## config.mk

```make
export PLATFORM = sky130hd
export DESIGN_NAME = actr_front
export DESIGN_NICKNAME = d
export VERILOG_FILES = /design/src/hdl/actr_pkg.sv /design/src/hdl/actr_front.sv
export SDC_FILE = /design/constraint.sdc
export NUM_CORES = 1
export LEC_CHECK = 0
export ABC_AREA = 1
export BUFFER_PORTS_ARGS = -buffer_cell sky130_fd_sc_hd__buf_4
export CAP_MARGIN = 40
export CORE_ASPECT_RATIO = 0.5
export CORE_MARGIN = 5
export CORE_UTILIZATION = 34
export DETAILED_ROUTE_END_ITERATION = 16
export PLACE_DENSITY = 0.6
export SLEW_MARGIN = 20
export SYNTH_ARGS = -nofsm -noshare
export SYNTH_HDL_FRONTEND = slang
export SYNTH_SLANG_ARGS = --single-unit
```

## constraint.sdc

```tcl
create_clock -name clk_i -period 15.63 [get_ports clk_i]
set_input_delay 0.7815 -clock clk_i [delete_from_list [all_inputs] [get_ports clk_i]]
set_output_delay 0.7815 -clock clk_i [all_outputs]
set_load 0.01 [all_outputs]
```

## src/hdl/actr_pkg.sv

```systemverilog
`timescale 1ns / 1ps
package actr_pkg;

  localparam int unsigned KeyIdxW = 1;
  localparam logic KeyUpperIdx = 1'b0;
  localparam logic KeyLowerIdx = 1'b1;
  localparam int unsigned NumRounds = 10;

  // classified job passed from front to back
  typedef struct packed {
    logic [127:0] ctr_blk;
    logic [127:0] text;
    logic [15:0]  byte_mask;
    logic [4:0]   count;
    logic         last;
  } job_t;

  localparam logic [7:0] SBOX [256] = '{
    8'h63,8'h7c,8'h77,8'h7b,8'hf2,8'h6b,8'h6f,8'hc5,8'h30,8'h01,8'h67,8'h2b,8'hfe,8'hd7,8'hab,8'h76,
    8'hca,8'h82,8'hc9,8'h7d,8'hfa,8'h59,8'h47,8'hf0,8'had,8'hd4,8'ha2,8'haf,8'h9c,8'ha4,8'h72,8'hc0,
    8'hb7,8'hfd,8'h93,8'h26,8'h36,8'h3f,8'hf7,8'hcc,8'h34,8'ha5,8'he5,8'hf1,8'h71,8'hd8,8'h31,8'h15,
    8'h04,8'hc7,8'h23,8'hc3,8'h18,8'h96,8'h05,8'h9a,8'h07,8'h12,8'h80,8'he2,8'heb,8'h27,8'hb2,8'h75,
    8'h09,8'h83,8'h2c,8'h1a,8'h1b,8'h6e,8'h5a,8'ha0,8'h52,8'h3b,8'hd6,8'hb3,8'h29,8'he3,8'h2f,8'h84,
    8'h53,8'hd1,8'h00,8'hed,8'h20,8'hfc,8'hb1,8'h5b,8'h6a,8'hcb,8'hbe,8'h39,8'h4a,8'h4c,8'h58,8'hcf,
    8'hd0,8'hef,8'haa,8'hfb,8'h43,8'h4d,8'h33,8'h85,8'h45,8'hf9,8'h02,8'h7f,8'h50,8'h3c,8'h9f,8'ha8,
    8'h51,8'ha3,8'h40,8'h8f,8'h92,8'h9d,8'h38,8'hf5,8'hbc,8'hb6,8'hda,8'h21,8'h10,8'hff,8'hf3,8'hd2,
    8'hcd,8'h0c,8'h13,8'hec,8'h5f,8'h97,8'h44,8'h17,8'hc4,8'ha7,8'h7e,8'h3d,8'h64,8'h5d,8'h19,8'h73,
    8'h60,8'h81,8'h4f,8'hdc,8'h22,8'h2a,8'h90,8'h88,8'h46,8'hee,8'hb8,8'h14,8'hde,8'h5e,8'h0b,8'hdb,
    8'he0,8'h32,8'h3a,8'h0a,8'h49,8'h06,8'h24,8'h5c,8'hc2,8'hd3,8'hac,8'h62,8'h91,8'h95,8'he4,8'h79,
    8'he7,8'hc8,8'h37,8'h6d,8'h8d,8'hd5,8'h4e,8'ha9,8'h6c,8'h56,8'hf4,8'hea,8'h65,8'h7a,8'hae,8'h08,
    8'hba,8'h78,8'h25,8'h2e,8'h1c,8'ha6,8'hb4,8'hc6,8'he8,8'hdd,8'h74,8'h1f,8'h4b,8'hbd,8'h8b,8'h8a,
    8'h70,8'h3e,8'hb5,8'h66,8'h48,8'h03,8'hf6,8'h0e,8'h61,8'h35,8'h57,8'hb9,8'h86,8'hc1,8'h1d,8'h9e,
    8'he1,8'hf8,8'h98,8'h11,8'h69,8'hd9,8'h8e,8'h94,8'h9b,8'h1e,8'h87,8'he9,8'hce,8'h55,8'h28,8'hdf,
    8'h8c,8'ha1,8'h89,8'h0d,8'hbf,8'he6,8'h42,8'h68,8'h41,8'h99,8'h2d,8'h0f,8'hb0,8'h54,8'hbb,8'h16
  };

  localparam logic [7:0] RCON [10] = '{
    8'h01,8'h02,8'h04,8'h08,8'h10,8'h20,8'h40,8'h80,8'h1b,8'h36
  };

  function automatic logic [7:0] xt(input logic [7:0] x);
    xt = {x[6:0], 1'b0} ^ (x[7] ? 8'h1b : 8'h00);
  endfunction

  // byte i of a 128-bit block sits at bits [127-8i -: 8]
  function automatic logic [127:0] enc_round(input logic [127:0] s, input logic [127:0] rk,
                                             input logic last_rnd);
    logic [7:0] n [16];
    logic [7:0] m [16];
    logic [7:0] t;
    logic [127:0] r;
    for (int c = 0; c < 4; c++) begin
      for (int i = 0; i < 4; i++) begin
        n[c*4+i] = SBOX[s[127-8*(((c+i)%4)*4+i) -: 8]];
      end
    end
    for (int c = 0; c < 4; c++) begin
      t = n[c*4] ^ n[c*4+1] ^ n[c*4+2] ^ n[c*4+3];
      m[c*4]   = n[c*4]   ^ t ^ xt(n[c*4]   ^ n[c*4+1]);
      m[c*4+1] = n[c*4+1] ^ t ^ xt(n[c*4+1] ^ n[c*4+2]);
      m[c*4+2] = n[c*4+2] ^ t ^ xt(n[c*4+2] ^ n[c*4+3]);
      m[c*4+3] = n[c*4+3] ^ t ^ xt(n[c*4+3] ^ n[c*4]);
    end
    for (int i = 0; i < 16; i++) begin
      r[127-8*i -: 8] = (last_rnd ? n[i] : m[i]) ^ rk[127-8*i -: 8];
    end
    enc_round = r;
  endfunction

  function automatic logic [127:0] next_rkey(input logic [127:0] k, input logic [7:0] rc);
    logic [31:0] w0, w1, w2, w3, t;
    w0 = k[127:96]; w1 = k[95:64]; w2 = k[63:32]; w3 = k[31:0];
    t = {SBOX[w3[23:16]] ^ rc, SBOX[w3[15:8]], SBOX[w3[7:0]], SBOX[w3[31:24]]};
    w0 = w0 ^ t; w1 = w1 ^ w0; w2 = w2 ^ w1; w3 = w3 ^ w2;
    next_rkey = {w0, w1, w2, w3};
  endfunction

endpackage

```

## src/hdl/actr_front.sv

```systemverilog
`timescale 1ns / 1ps
module actr_front (
  input  logic                clk_i,
  input  logic                rst_ni,
  input  logic                in_valid_i,
  output logic                in_ready_o,
  input  logic [127:0]        data_i,
  input  logic [4:0]          byte_count_i,
  input  logic                is_iv_i,
  input  logic                last_block_i,
  output logic                job_valid_o,
  input  logic                job_ready_i,
  output actr_pkg::job_t      job_o
);
  logic [63:0] nonce_q, nonce_d, ctr_q, ctr_d;
  logic        loaded_q, loaded_d;
  // two-entry queue
  actr_pkg::job_t fifo_q [2];
  logic        wptr_q, rptr_q;
  logic [1:0]  cnt_q;
  logic        push, pop;
  logic [4:0]  cnt_sat;
  actr_pkg::job_t new_job;
  logic        acc;

  assign in_ready_o  = (cnt_q != 2'd2);
  assign acc         = in_valid_i && in_ready_o;
  assign cnt_sat     = byte_count_i[4] ? 5'd16 : byte_count_i;
  assign push        = acc && !is_iv_i && loaded_q && (cnt_sat != 5'd0);
  assign job_valid_o = (cnt_q != 2'd0);
  assign pop         = job_valid_o && job_ready_i;
  assign job_o       = fifo_q[rptr_q];

  always_comb begin
    new_job.ctr_blk = {nonce_q, ctr_q};
    new_job.text    = data_i;
    new_job.count   = cnt_sat;
    new_job.last    = last_block_i;
    for (int i = 0; i < 16; i++) begin
      new_job.byte_mask[15-i] = (5'(i) < cnt_sat);
    end
  end

  always_comb begin
    nonce_d  = nonce_q;
    ctr_d    = ctr_q;
    loaded_d = loaded_q;
    if (acc) begin
      if (is_iv_i) begin
        nonce_d  = data_i[127:64];
        ctr_d    = data_i[63:0];
        loaded_d = 1'b1;
      end else if (loaded_q) begin
        if (cnt_sat != 5'd0) ctr_d = ctr_q + 64'd1;
        if (last_block_i) loaded_d = 1'b0;
      end
    end
  end

  always_ff @(posedge clk_i or negedge rst_ni) begin
    if (!rst_ni) begin
      nonce_q  <= '0;
      ctr_q    <= '0;
      loaded_q <= 1'b0;
      wptr_q   <= 1'b0;
      rptr_q   <= 1'b0;
      cnt_q    <= '0;
    end else begin
      nonce_q  <= nonce_d;
      ctr_q    <= ctr_d;
      loaded_q <= loaded_d;
      if (push) wptr_q <= ~wptr_q;
      if (pop)  rptr_q <= ~rptr_q;
      cnt_q <= cnt_q + {1'b0, push} - {1'b0, pop};
    end
  end

  always_ff @(posedge clk_i) begin
    if (push) fifo_q[wptr_q] <= new_job;
  end

`ifndef SYNTHESIS
  a_cnt_max: assert property (@(posedge clk_i) disable iff (!rst_ni) cnt_q != 2'd3)
    else $error("queue count out of range");
  a_no_push_full: assert property (@(posedge clk_i) disable iff (!rst_ni)
    (cnt_q == 2'd2) |-> !push) else $error("push into full queue");
  a_iv_loads: assert property (@(posedge clk_i) disable iff (!rst_ni)
    (acc && is_iv_i) |=> loaded_q) else $error("iv not loaded");
`endif
endmodule

```

==> impl_metrics.json <==
{
  "syn_to_final_growth_pct": 24.0,
  "yosysWarnings": 0,
  "p_int_mw": 4.09,
  "layout_min_cycle_time_ns": 4.38,
  "die_width_um": 416,
  "synth_commonest_cells": "1,197 x nand2_1, 554 x edfxtp_1, 191 x nor2_1, 133 x dfrtp_1, 87 x inv_1",
  "cpPeakStageDelay_ns": 0.73,
  "hold_slack_ns": 0.344,
  "wl_met1_um": 30300,
  "start_util_pct": 34.4,
  "top_layer": "met4",
  "period_share_pct": 28.0,
  "grt_pass1_wl_um": 116000,
  "netlist_instances": 2556,
  "drcViolationCount": 0,
  "fmax_mhz": 228,
  "synth_area_sq_mm": 0.0281,
  "wl_per_cell_um": 18.8,
  "io_pins": 419,
  "grt_usage_pct": 17.1,
  "syn_avg_cell_area_sq_um": 11.0,
  "seqPwrFrac_pct": 42.7,
  "numClockSinks": 687,
  "cp.required_ns": 14.85,
  "regToRegStartpoint": "cnt_q[0]$_DFF_PN0_",
  "cts_resized": 0,
  "grt_overflow": 0,
  "yosysMostFrequentCell": "nand2_1",
  "crit_path_frequent_cell": "buf_4",
  "die_h_um": 213,
  "rsz0062_at_grt": "no",
  "synthesis.nets": 2698,
  "p_clk_share_pct": 25.7,
  "hpwl_um": 54600,
  "io_buffers": 418,
  "dp_worst_setup_slack_ns": 11.16,
  "cp_slowest_cell": "dfrtp_4",
  "peakVddDrop_v": 0.0000772,
  "power_frac_comb_pct": 31.6,
  "ys_async_sr_fraction_pct": 19.4,
  "die_area_sq_mm": 0.0887,
  "hold_start": "data_i[5]",
  "fin_skew_ns": 0.0324,
  "setup_viol": 0,
  "wl_met2_um": 42300,
  "p_sw_share_pct": 34.9,
  "drt_iter0_markers": 1511,
  "cp-end-kind": "output pin",
  "post_cts_buffers": 0,
  "wl_met3_um": 2450,
  "slew_viol_final": 0,
  "ys_types": 40,
  "p_sw_mw": 2.19,
  "hp-class": "in -> reg",
  "final_cells": 4132,
  "synth_edf_count": 554,
  "timing.final.ws_setup_ns": 11.25,
  "leakagePower_nw": 14.6,
  "synthTopCellsByArea": "edfxtp_1 59%, nand2_1 16%, dfrtp_1 12%",
  "critPathKind": "reg -> out",
  "cts_buffer_depth": 3,
  "ant_nets": 0,
  "ctsRootBufferMaster": "clkbuf_16",
  "htreeDepth": 3,
  "worst_slew_pin_slew_ns": 0.895,
  "yosys_most_used_dff": "edfxtp_1",
  "worstPathArrival_ns": 3.60,
  "gp_congestion": 0.901,
  "grt_antenna_before_repair": 2,
  "crit_start": "rptr_q$_DFFE_PN0P_",
  "cp-start-kind": "register",
  "status": "complete, no violations",
  "hold_violations": 0,
  "fin_tns_setup_ns": 0,
  "layout-drive-gt1-share_pct": 21.7,
  "clk_latency_ns": 0.63,
  "ys_seq_area_share_pct": 71.2,
  "num_rows": 74,
  "place_inst": 4005,
  "worstPathCellList": "inv_8 > buf_4 > buf_4 > nand2_1 > nand2_1 > buf_4",
  "drt-total-wl_um": 77800,
  "viasPerCell": 4.64,
  "worstPathMaxFanout": 130,
  "dr.pass1.iters": 5,
  "grt_max_degree": 131,
  "cap_violations": 0,
  "holdBufCountCts": 1,
  "power_density_mw_per_mm2": 181,
  "grt_pass1_vias": 19000,
  "final_nets": 3117,
  "cts_tree": "done",
  "slew-limit-headroom_pct": 40.3,
  "core_sq_mm": 0.0817,
  "fillCellCount": 7663,
  "ys_ff_latch": 687,
  "synth_top_cell_area_share_pct": 59.3,
  "cts_made_buffers": 66,
  "dr_total_vias": 19200,
  "synth_top_area_cell": "edfxtp_1",
  "clk_pin_slew_ns": 0.07
}
==> power groups by stage <==
stage                     Clock (mW)  Combinational (mW)  Sequential [mW]
after floorplan                    0                1.09             2.66
after global placement             0                1.97             2.71
after detailed placement           0                2.01             2.72
after CTS                       1.66                2.02             2.69
after global routing            1.73                2.18             2.73
final                           1.61                1.98             2.68
==> registers in the layout (all words and copies together) (netlist names) <==
| name | cells |
|---|---|
| loaded_q | 1 |
| ctr_q | 64 |
| fifo_q | 554 |
| rptr_q | 1 |
| cnt_q | 2 |
| wptr_q | 1 |
| nonce_q | 64 |
==> path summary, 6_finish.rpt <==
path | end | slack [ns] | cells after the start
max in group asynchronous | ctr_q[56]$_DFFE_PN0P_ | 13.71 | 5
setup / recovery | job_o[217] | 11.25 | 6
min in group asynchronous | nonce_q[57]$_DFFE_PN0P_ | 0.58 | 2
hold reg to reg | fifo_q[1][258]$_DFFE_PP_ | 0.46 | 0
setup reg to reg | fifo_q[0][41]$_DFFE_PP_ | 12.06 | 10
hold / removal | fifo_q[1][27]$_DFFE_PP_ | 0.34 | 1
==> worst max-delay path: cells and delay by family, from the launching register on <==
kind                   cells  cell delay [ns]
buffers and inverters      4             1.81
AND/OR/NAND/NOR            2             0.20
flip-flops                 1             0.73
==> cell families (layout without fill, tap and decap cells) <==
kind of cell / after synthesis / after routing / share of synthesized area (%)
DFF: 687 / 687 / 71.2
xor gates and xnor gates: 6 / 6 / 0.187
buffers and inverters: 194 / 666 / 2.88
and+or+nand+nor: 1505 / 1505 / 21.2
muxes: 64 / 64 / 2.57
AOI/OAI and AO/OA: 97 / 97 / 1.85
adders and majority gates: 3 / 3 / 0.134
other: 0 / 2 / 0
==> layout by cell type, fill, tap and decap left out, types with 3 or more instances in the layout <==
master,synthesis,routed
nand2_1,1197,1196
edfxtp_1,554,554
buf_4,9,435
nor2_1,191,189
dfrtp_1,133,132
inv_1,87,86
clkbuf_16,0,68
nand3_1,60,60
mux2_2,56,56
o21ai_1,31,31
o21ai_0,29,29
a21oi_1,26,26
nand2_2,16,16
clkbuf_1,68,16
clkinv_1,3,10
nor2_4,7,9
nand4_1,9,9
mux2_1,8,8
clkinv_2,0,8
clkbuf_8,0,7
buf_16,0,7
or2_2,6,6
inv_2,6,6
nor2_2,6,6
buf_12,0,5
a31oi_1,4,4
nand2_4,3,4
xor2_1,4,4
clkinv_4,0,4
bufinv_16,0,4
nand3b_1,3,3
ha_1,3,3
clkinv_8,0,3
==> through the flow <==
stage                     total power [mW]  area [sq um]  util, %
after global placement                4.68         32300     39.5
after CTS                             6.36         34700     42.5
after detailed placement              4.73         32500     39.8
after global routing                  6.64         34800     42.6
after floorplan                       3.75         28100        -
final                                 6.28         34800     42.6
==> routing by layer <==
metal	up-vias	global-route usage [%]
met5	-	0
met1	9411	20.0
met4	0	6.89
met2	357	32.0
li1	9259	-
met3	141	2.45
==> cell type report <==
class	count	area [sq um]	share of cell area [%]
Inverter	96	368	1.06
Multi-Input combinational cell	1675	7300	21.0
Antenna cell	2	5.00	0.0144
Clock inverter	30	315	0.907
Tap cell	1102	1380	3.96
Sequential cell	687	20000	57.4
Timing Repair Buffer	449	3580	10.3
Clock buffer	91	1860	5.34
No activity file was read; power rests on OpenSTA's default activity.
